<file path="config.mk">
export PLATFORM = sky130hd
export DESIGN_NAME = grbk_ctrl
export DESIGN_NICKNAME = d
export VERILOG_FILES = /design/src/hdl/grbk_pkg.sv /design/src/hdl/grbk_ctrl.sv
export SDC_FILE = /design/constraint.sdc
export NUM_CORES = 1
export LEC_CHECK = 0
export BUFFER_PORTS_ARGS = -buffer_cell sky130_fd_sc_hd__buf_2
export CAP_MARGIN = 20
export CORE_AREA = 2 2 39 41
export DETAILED_ROUTE_END_ITERATION = 7
export DIE_AREA = 0 0 41 43
export GPL_ROUTABILITY_DRIVEN = 0
export PLACE_DENSITY = 0.38
export SETUP_SLACK_MARGIN = 0.15
export SLEW_MARGIN = 20
export SYNTH_ARGS = -nofsm -noshare
export SYNTH_HDL_FRONTEND = slang
export SYNTH_SLANG_ARGS = --single-unit
</file>
<file path="constraint.sdc">
create_clock -name clk -period 1.5 [get_ports clk]
set_input_delay 0.3 -clock clk [delete_from_list [all_inputs] [get_ports clk]]
set_output_delay 0.3 -clock clk [all_outputs]
set_load 0.05 [all_outputs]
</file>
<file path="src/hdl/grbk_pkg.sv">
`timescale 1ns / 1ps
// ----------------------------------------------------------------------------
// grbk_pkg: shared types and constants for the record grouping block
// Table sizes, field widths, request/result payloads and control commands.
// ----------------------------------------------------------------------------
package grbk_pkg;

	localparam int MAX_SENSORS    = 16;
	localparam int MAX_PER_SENSOR = 256;
	localparam int RECORD_WIDTH   = 64;

	// fixed field widths of the request and result payloads
	localparam int ID_W     = 16;
	localparam int REC_W    = 64;
	localparam int BUCKET_W = 4;
	localparam int POS_W    = 8;
	localparam int COUNT_W  = 5;

	// internal widths derived from the table sizes
	localparam int SENS_IDX_W = (MAX_SENSORS > 1) ? $clog2(MAX_SENSORS) : 1;
	localparam int SLOT_W     = (MAX_PER_SENSOR > 1) ? $clog2(MAX_PER_SENSOR) : 1;
	localparam int FILL_W     = $clog2(MAX_PER_SENSOR + 1);
	localparam int TOTAL_W    = $clog2(MAX_SENSORS + 1);
	localparam int ADDR_W     = SENS_IDX_W + SLOT_W;
	localparam int STORE_DEPTH = 1 << ADDR_W;

	typedef enum logic {
		CMD_INSERT = 1'b0,
		CMD_READ   = 1'b1
	} cmd_t;

	typedef struct packed {
		cmd_t                cmd;
		logic [ID_W-1:0]     sensor_id;
		logic [REC_W-1:0]    record;
		logic [BUCKET_W-1:0] read_bucket;
		logic [POS_W-1:0]    read_position;
		logic                last_line;
	} in_item_t;

	typedef struct packed {
		logic [BUCKET_W-1:0] bucket;
		logic [POS_W-1:0]    position;
		logic                new_sensor;
		logic                overflow;
		logic [COUNT_W-1:0]  sensor_count;
		logic [REC_W-1:0]    read_record;
		logic                read_valid;
		logic                done_res;
	} out_item_t;

	// controller to datapath
	typedef struct packed {
		logic capture;   // latch the accepted request
		logic exec;      // lookup, table update, store access
		logic load_out;  // load the result register
	} ctrl_cmd_t;

endpackage

</file>
<file path="src/hdl/grbk_ctrl.sv">
`timescale 1ns / 1ps
// ----------------------------------------------------------------------------
// grbk_ctrl: sequencing controller
// Capture, execute and finish phases; owns the handshakes and result valid.
// ----------------------------------------------------------------------------
module grbk_ctrl (
	input  logic                clk,
	input  logic                arst_n,
	input  logic                in_valid,
	output logic                in_ready,
	output logic                out_valid,
	input  logic                out_ready,
	output grbk_pkg::ctrl_cmd_t cmd
);
	import grbk_pkg::*;

	typedef enum logic [2:0] {
		ST_IDLE = 3'b001,
		ST_LOOK = 3'b010,
		ST_FIN  = 3'b100
	} state_t;

	state_t state_q, state_nxt;
	logic   out_valid_q;
	logic   out_load;

	assign out_load  = (state_q == ST_FIN) && (!out_valid_q || out_ready);
	// a new request may enter in the cycle the previous result is parked
	assign in_ready  = (state_q == ST_IDLE) || out_load;
	assign out_valid = out_valid_q;

	always_comb begin
		cmd.capture  = in_valid && in_ready;
		cmd.exec     = (state_q == ST_LOOK);
		cmd.load_out = out_load;
	end

	always_comb begin
		state_nxt = state_q;
		unique case (state_q)
			ST_IDLE: begin
				if (in_valid) state_nxt = ST_LOOK;
			end
			ST_LOOK: begin
				state_nxt = ST_FIN;
			end
			ST_FIN: begin
				if (out_load) state_nxt = in_valid ? ST_LOOK : ST_IDLE;
			end
			default: begin
				state_nxt = ST_IDLE;
			end
		endcase
	end

	always_ff @(posedge clk or negedge arst_n) begin
		if (!arst_n) begin
			state_q     <= ST_IDLE;
			out_valid_q <= 1'b0;
		end else begin
			state_q <= state_nxt;
			if (out_load) out_valid_q <= 1'b1;
			else if (out_ready) out_valid_q <= 1'b0;
		end
	end

`ifndef SYNTHESIS
	a_capture_to_look: assert property (@(posedge clk) disable iff (!arst_n)
		cmd.capture |=> (state_q == ST_LOOK))
		else $error("accepted request did not enter execute");
	a_look_to_fin: assert property (@(posedge clk) disable iff (!arst_n)
		(state_q == ST_LOOK) |=> (state_q == ST_FIN))
		else $error("execute not followed by finish");
	a_no_accept_in_look: assert property (@(posedge clk) disable iff (!arst_n)
		(state_q == ST_LOOK) |-> !in_ready)
		else $error("request accepted during execute");
	a_load_sets_valid: assert property (@(posedge clk) disable iff (!arst_n)
		out_load |=> out_valid_q)
		else $error("loaded result not presented");
`endif

endmodule

</file>
==> impl_metrics.toml, run 1 <==
[grt]
grt_util_met3 = 0.01571
overflow = 0
grt_pass1_wl_um = 848
gr-usage-all-layers = 0.07568
grt_use_met1 = 0.07516
grt_max_degree = 7
antenna_found_initial = 0
grt_pass1_vias = 231
use_met2 = 0.1156
busiest_layer = "met2"

[worst_setup_path]
cp_data_required_time_ns = 1.20
arrival_ns = 1.42
end_kind = "primary output"
worst-path-max-fanout = 3
cp-start-kind = "register"
critical_path_class = "register to primary output"

[logic_synthesis]
synth-xor-area-share = 0
yosysTopAreaCell = "dfrtp_1"
synth_compound_area_frac = 0.1222
yosysWarnings = 0
muxShareOfSynthArea = 0
synth.area.top_cells = "dfrtp_1 (33%), dfstp_2 (12%), nor3b_1 (6.7%)"
synth-seq-area-share = 0.4500
synth_top_area_share = 0.3333
avgSynthCellArea_sq_um = 9.384
synthesis.nets = 28
synthSimpleGateAreaFrac = 0.3778
netlist-cell-type-count = 16
netlist_area_sq_um = 225.2
yosys_register_bits = 4
synth_fa_ha_area_frac = 0
synth_top_family_by_area = "simple AND/OR/NAND/NOR gates"
syn_inst = 24

[route]
first_iter_violations = 4
avgRoutedWirePerCell_um = 9.121
drt_wl_total_um = 529
drc_errors = 0
first_pass_iters = 4
vias = 223
antenna_left = 0
vias_per_cell = 3.845

[timing]
worst_slew_pin_slew_ns = 0.2573
hold_violations = 0
rsz0062_at_grt = "true"
max_freq_mhz = 581.7
worst_slack_ns = -0.2191
hold_ws_ns = 0.3591
relSlewSlack = 0.8284
finalClockSkew_ns = 0.003831
setup_viol = 4
min_period_ns = 1.719
period_share = 1.146
maxSlewViolCount = 0

[placed_design]
dpl.hpwl_um = 406.4
place_inst = 50
io_buffers = 8

[layout]
fin_nets = 47
area_growth_pct = 88.89
final_layout_size_suffix_gt1_frac = 0.6190
insertedDiodeCount = 0
instances_no_fill = 58

[die]
fp-row-count = 14
dieArea_sq_um = 1763
start_util = 0.1627
fp.coreArea_sq_um = 1384
die_x_um = 41
die-height_um = 43
io-pin-count = 9

[pwr]
pwr_density_cell_nw_per_um2 = 2062
leakage_nw = 0.1983
power_mw = 0.8773
ir_worst_vdd_mv = 0.5968

[worst_hold_path]
hold_path.class = "primary input to register"

[cts]
numCtsBuffers = 3
clk_pin_slew_ns = 0.04
htreeDepth = 1
clkSinkCount = 4
cts_root_buffer = "clkbuf_4"
cts_tree = "done"
cts_buffer_depth = 2
clk-insertion-delay-late_ns = 0.23

[flow_run]
drv_cap = 0

[status]
violations = "setup timing"
status = "complete, but fails checks"
-- registers in the layout (all words and copies together), names as in the netlist --
name and flops:
out_valid 1, state_q 3
-- repair_timing --
item                                   in CTS  in global routing
setup endpoints to repair                   4                  4
pin swaps                                   2                  1
resized for setup                           9                  3
endpoints found under the hold margin       3                  0
hold buffers                                1                  0
setup buffers                               1                  2
-- through the flow --
stage | worst slack, ns | TNS [ns] | utilization | area (sq um)
final | -0.2191 | -0.6875 | 0.3074 | 425.4
after global routing | -0.2674 | -0.8876 | 0.3074 | 425.4
after CTS | -0.2243 | -0.6694 | 0.2884 | 399.1
after detailed placement | -0.09101 | -0.1623 | 0.2333 | 322.8
after global placement | -0.07331 | -0.1215 | 0.2333 | 322.8
after floorplan | -0.04379 | -0.04379 | - | 251.5
-- cell families after synthesis --
kind of cell	after synthesis
DFF	4
and+or+nand+nor	14
AOI/OAI and AO/OA	4
buffers and inverters	2
-- routing by layer --
| layer | part of all wire | routed length, um |
|---|---|---|
| met1 | 0.41 | 218 |
| met2 | 0.54 | 286 |
| met3 | 0.045 | 24 |
| met4 | 0 | 0 |
| met5 | 0 | 0 |
-- report_power, final --
group / switching, mW / internal, mW / total, mW
clock network: 0.0444 / 0.0998 / 0.144
logic: 0.283 / 0.255 / 0.538
registers: 0.0445 / 0.151 / 0.195
total: 0.372 / 0.505 / 0.877
-- cell type report --
class	instances	area, sq um
well taps	16	20.02
fillers	153	958.4
inverters	1	3.754
repair buffers	15	123.9
flip-flops and latches	4	103.9
clock buffers	4	26.28
multi-input cells	18	147.6
-- critical path, stage by stage (launching register included) --
cell     delay, ns
dfstp_2       0.54
and2b_2       0.24
a21oi_4       0.19
nor3b_4       0.06
buf_6         0.16
-- cells in the final DEF, fill, tap and decap left out, drive strengths merged, types with 2 or more instances in the layout --
master,n
a21oi,2
nor2b,2
buf,14
nor3b,3
nand2b,2
dfrtp,3
nor2,3
nand2,2
clkbuf,4
-- worst paths after layout --
kind | start | endpoint | slack (ns) | depth (start not counted)
min | in_valid | state_q[0] | 0.36 | 3
max in group asynchronous | arst_n | state_q[0] | 0.90 | 2
min reg2reg | out_valid | out_valid | 0.59 | 2
max | state_q[0] | cmd[2] | -0.22 | 4
max reg2reg | state_q[0] | state_q[0] | 0.18 | 7
min in group asynchronous | arst_n | state_q[1] | 0.39 | 2
-- cell usage after synthesis --
| library cell | instances |
|---|---|
| nor3b_1 | 2 |
| nor2b_1 | 2 |
| a31oi_1 | 1 |
| a21oi_2 | 1 |
| nor2_1 | 3 |
| nand3_1 | 1 |
| dfrtp_1 | 3 |
| a21oi_1 | 1 |
| nand2b_1 | 2 |
| o21a_1 | 1 |
| nor3b_2 | 1 |
| inv_1 | 1 |
| nand2_1 | 2 |
| and2b_2 | 1 |
| dfstp_2 | 1 |
| buf_4 | 1 |
Note: power is estimated with default switching activity, not from simulation.
==> inputs of run 2 (changes only) <==
--- a/config.mk
+++ b/config.mk
@@ -12,7 +12,6 @@
 export DIE_AREA = 0 0 41 43
 export GPL_ROUTABILITY_DRIVEN = 0
 export PLACE_DENSITY = 0.38
-export SETUP_SLACK_MARGIN = 0.15
 export SLEW_MARGIN = 20
 export SYNTH_ARGS = -nofsm -noshare
 export SYNTH_HDL_FRONTEND = slang
==> impl_metrics.toml, run 2 (same netlist as run 1, synthesis figures left out) <==
[worst_setup_path]
end_kind = "primary output"
arrival_ns = 1.42
cp_data_required_time_ns = 1.20
critical_path_class = "register to primary output"
cp_top_family = "flip-flops"
critPathMaxStageDelay_ns = 0.53
rrSetupSlack_ns = 0.05
crit_chain = "and2b_2 -> a21oi_4 -> nor3b_4 -> buf_6"
worst-path-max-fanout = 3
slowest_stage = "dfstp_2"
timing.critical_path.buf_inv = 1
cp-start-kind = "register"

[grt]
overflow = 0
grt_pass1_wl_um = 903
antenna_found_initial = 0
gr-usage-all-layers = 0.07553
grt_pass1_vias = 236
grt_max_degree = 7

[die]
fp-row-count = 14
fp.coreArea_sq_um = 1384
dieArea_sq_um = 1763
die_x_um = 41
die-height_um = 43
io-pin-count = 9
start_util = 0.1627

[pwr]
ir_worst_vdd_mv = 0.6204
leakage_nw = 0.2234
power_mw = 0.9445
pwr_density_cell_nw_per_um2 = 2013

[route]
first_iter_violations = 3
antenna_left = 0
first_pass_iters = 4
vias_per_cell = 3.823
vias = 237
avgRoutedWirePerCell_um = 9.758
drc_errors = 0
drt_wl_total_um = 605

[cts]
clk_pin_slew_ns = 0.03
cts_buffer_depth = 2
cts_tree = "done"
clk-insertion-delay-late_ns = 0.23
numCtsBuffers = 3
clkSinkCount = 4
htreeDepth = 1
cts_root_buffer = "clkbuf_4"

[flow_run]
drv_cap = 0

[timing]
relSlewSlack = 0.8225
max_freq_mhz = 581.9
worst_slew_pin_slew_ns = 0.2662
worst_slack_ns = -0.2186
min_period_ns = 1.719
setup_viol = 4
maxSlewViolCount = 0
hold_ws_ns = 0.3755
period_share = 1.146
finalSetupTns_ns = -0.7509
rsz0062_at_grt = "true"
finalClockSkew_ns = 0.007463
hold_violations = 0

[layout]
final_util = 0.3391
fin_nets = 51
final_common_cell = "buf_4"
design_area_sq_um = 469.2
final_layout_size_suffix_gt1_frac = 0.6957
largest_register_ffs = 3
fillers = 147
final_cell_mix = "buf_4 (8), buf_6 (6), buf_2 (4), clkbuf_4 (3)"
insertedDiodeCount = 0
regMostFlops = "state_q"
area_growth_pct = 108.3
instances_no_fill = 62

[placed_design]
placed_cell_area_sq_um = 322.8
place_inst = 50
pre_cts_slack_ns = -0.1138
io_buffers = 8

[worst_hold_path]
hold_path.class = "primary input to register"

[status]
status = "complete, but fails checks"
violations = "setup timing"
run 2: cell count changes in the layout (fill, tap and decap cells not counted):
cell,change
nand2_4,+1
nor2_2,+1
nor2_1,-1
nand2_1,-1
buf_4,+3
buf_6,+1
run 2: power breakdown:
part / switching (mW) / internal, mW / total [mW] / leakage, nW
Clock: 0.0426 / 0.0997 / 0.142 / 0.0150
Combinational: 0.304 / 0.302 / 0.606 / 0.161
Sequential: 0.0451 / 0.151 / 0.196 / 0.0478
run 2: worst paths after layout:
check / depth (start not counted) / end / start
setup / recovery: 4 / cmd[2] / state_q[0]
hold / removal: 2 / state_q[1] / in_valid
setup reg to reg: 6 / state_q[1] / state_q[0]
hold reg to reg: 2 / out_valid / out_valid
max in group asynchronous: 2 / state_q[0] / arst_n
min in group asynchronous: 2 / state_q[2] / arst_n
run 2: cell type report:
class | instances | area [sq um] | share of cell area
Multi-Input combinational cell | 18 | 157.7 | 0.3360
Timing Repair Buffer | 19 | 157.7 | 0.3360
Sequential cell | 4 | 103.9 | 0.2213
Clock buffer | 4 | 26.28 | 0.05600
Tap cell | 16 | 20.02 | 0.04267
Inverter | 1 | 3.754 | 0.008000
run 2: per-layer routing:
layer  wire length [um]  vias to the layer above  global-route usage  share of wire
met2                344                        6              0.1156           0.57
met5                  0                        -                   0              0
met1                227                      109             0.08442           0.38
li1                   -                      122                   -              -
met3                 33                        0             0.03141          0.055
met4                  0                        0             0.04000              0
run 2: what timing repair did:
action | in CTS | in global routing
endpoints found under the hold margin | 3 | 0
setup buffers | 4 | 3
gates cloned | 0 | 0
resized for setup | 10 | 6
pin swaps | 4 | 1
hold buffers | 1 | 0
setup endpoints to repair | 4 | 4
==> inputs of run 3 (changes only) <==
--- a/config.mk
+++ b/config.mk
@@ -8,6 +8,7 @@
 export BUFFER_PORTS_ARGS = -buffer_cell sky130_fd_sc_hd__buf_2
 export CAP_MARGIN = 20
 export CORE_AREA = 2 2 39 41
+export CTS_BUF_LIST = sky130_fd_sc_hd__clkbuf_4
 export DETAILED_ROUTE_END_ITERATION = 7
 export DIE_AREA = 0 0 41 43
 export GPL_ROUTABILITY_DRIVEN = 0
==> impl_metrics.toml, run 3 (same netlist as run 1, synthesis figures left out) <==
[layout]
multiInputGateArea_sq_um = 157.7
final_util = 0.3418
regMostFlops = "state_q"
largest_register_ffs = 3
fin_nets = 51
final_common_cell = "buf_4"
final_cell_mix = "buf_4 (8), buf_6 (6), clkbuf_4 (4), buf_2 (4)"
seqCellArea_sq_um = 103.9
final_layout_size_suffix_gt1_frac = 0.7174
area_growth_pct = 110.0
fillers = 146
insertedDiodeCount = 0

[cts]
clk_pin_slew_ns = 0.03
clk-insertion-delay-late_ns = 0.23
numCtsBuffers = 3
cts_root_buffer = "clkbuf_4"
clkSinkCount = 4
cts_tree = "done"
cts_buffer_depth = 2
htreeDepth = 1

[status]
status = "complete, but fails checks"
violations = "setup timing"

[route]
antenna_left = 0
vias_per_cell = 3.855
first_iter_violations = 3
vias = 239
first_pass_iters = 3
drt_wl_total_um = 604
avgRoutedWirePerCell_um = 9.742
drc_errors = 0

[timing]
setup_viol = 4
min_period_ns = 1.719
rsz0062_at_grt = "true"
worst_slack_ns = -0.2186
worst_slew_pin_slew_ns = 0.2663
max_freq_mhz = 581.9
maxSlewViolCount = 0
hold_violations = 0
finalClockSkew_ns = 0.007693
relSlewSlack = 0.8225
period_share = 1.146

[die]
fp-row-count = 14
dieArea_sq_um = 1763
io-pin-count = 9
die_x_um = 41
fp.coreArea_sq_um = 1384
start_util = 0.1627
die-height_um = 43

[grt]
grt_pass1_wl_um = 910
antenna_found_initial = 0
gr-usage-all-layers = 0.07855
grt_pass1_vias = 236
grt_max_degree = 7
overflow = 0

[pwr]
pwr_density_cell_nw_per_um2 = 2035
ir_worst_vdd_mv = 0.6204
power_mw = 0.9627
leakage_nw = 0.2268

[worst_setup_path]
cp-start-kind = "register"
arrival_ns = 1.42
end_kind = "primary output"
ff2ff_path_depth = 6
critical_path_class = "register to primary output"
r2r-end = "state_q[1]"
cp_data_required_time_ns = 1.20
rrSetupSlack_ns = 0.05
worst-path-max-fanout = 3
r2r_start = "state_q[0]"

[worst_hold_path]
hold_start = "in_valid"
holdPathEnd = "state_q[1]"
hold_path.class = "primary input to register"
whs_path_depth = 2

[placed_design]
io_buffers = 8
pre_cts_slack_ns = -0.1138

[flow_run]
drv_cap = 0
run 3: cell counts in the layout (fill, tap and decap cells not counted):
No cell type changed its count.
run 3: stage by stage:
stage | hold WS, ns | setup TNS, ns | instances | instance area [sq um]
global route | 0.3749 | -0.9633 | 62 | 473.0
finish | 0.3755 | -0.7508 | 62 | 473.0
floorplan | 0.004409 | -0.04379 | 24 | 247.7
detailed placement | 0.1097 | -0.1958 | 50 | 322.8
CTS | 0.3625 | -0.7124 | 59 | 427.9
global placement | 0.1080 | -0.1524 | 50 | 322.8
run 3: critical path, stage by stage (launching register included):
cell	delay [ns]
dfstp_2	0.53
and2b_2	0.25
a21oi_4	0.19
nor3b_4	0.06
buf_6	0.16
run 3: layout make-up:
cell class | count | share of cell area
tap | 16 | 0.04233
clock buffer | 4 | 0.06349
timing repair buffer | 19 | 0.3333
sequential | 4 | 0.2196
multi-input combinational | 18 | 0.3333
inverter | 1 | 0.007937
run 3: worst max-delay path by stage:
stage	startpoint	end	slack, ns	cells past startpoint
final	state_q[0]	cmd[2]	-0.22	4
after CTS	state_q[0]	cmd[2]	-0.22	4
after global routing	state_q[0]	in_ready	-0.28	4
after floorplan	state_q[0]	cmd[2]	-0.04	3
after detailed placement	state_q[0]	cmd[2]	-0.11	4
after global placement	state_q[0]	cmd[2]	-0.09	4
run 3: repair_timing:
action | CTS | global route
hold buffers | 1 | 0
resized for setup | 10 | 6
setup buffers | 4 | 3
gates cloned | 0 | 0
setup endpoints to repair | 4 | 4
endpoints found under the hold margin | 3 | 0
pin swaps | 4 | 1
run 3: report_power, final:
group | internal [mW] | leakage (nW) | switching (mW)
registers | 0.151 | 0.0478 | 0.0451
logic | 0.302 | 0.161 | 0.304
clock network | 0.118 | 0.0184 | 0.0428
total | 0.571 | 0.227 | 0.392
run 3: metal layers:
metal  GRT usage  vias up  wire (um)
li1            -      123          -
met1     0.08442      110        225
met2      0.1156        6        346
met3     0.03141        0         33
met4     0.06000        0          0
met5           0        -          0
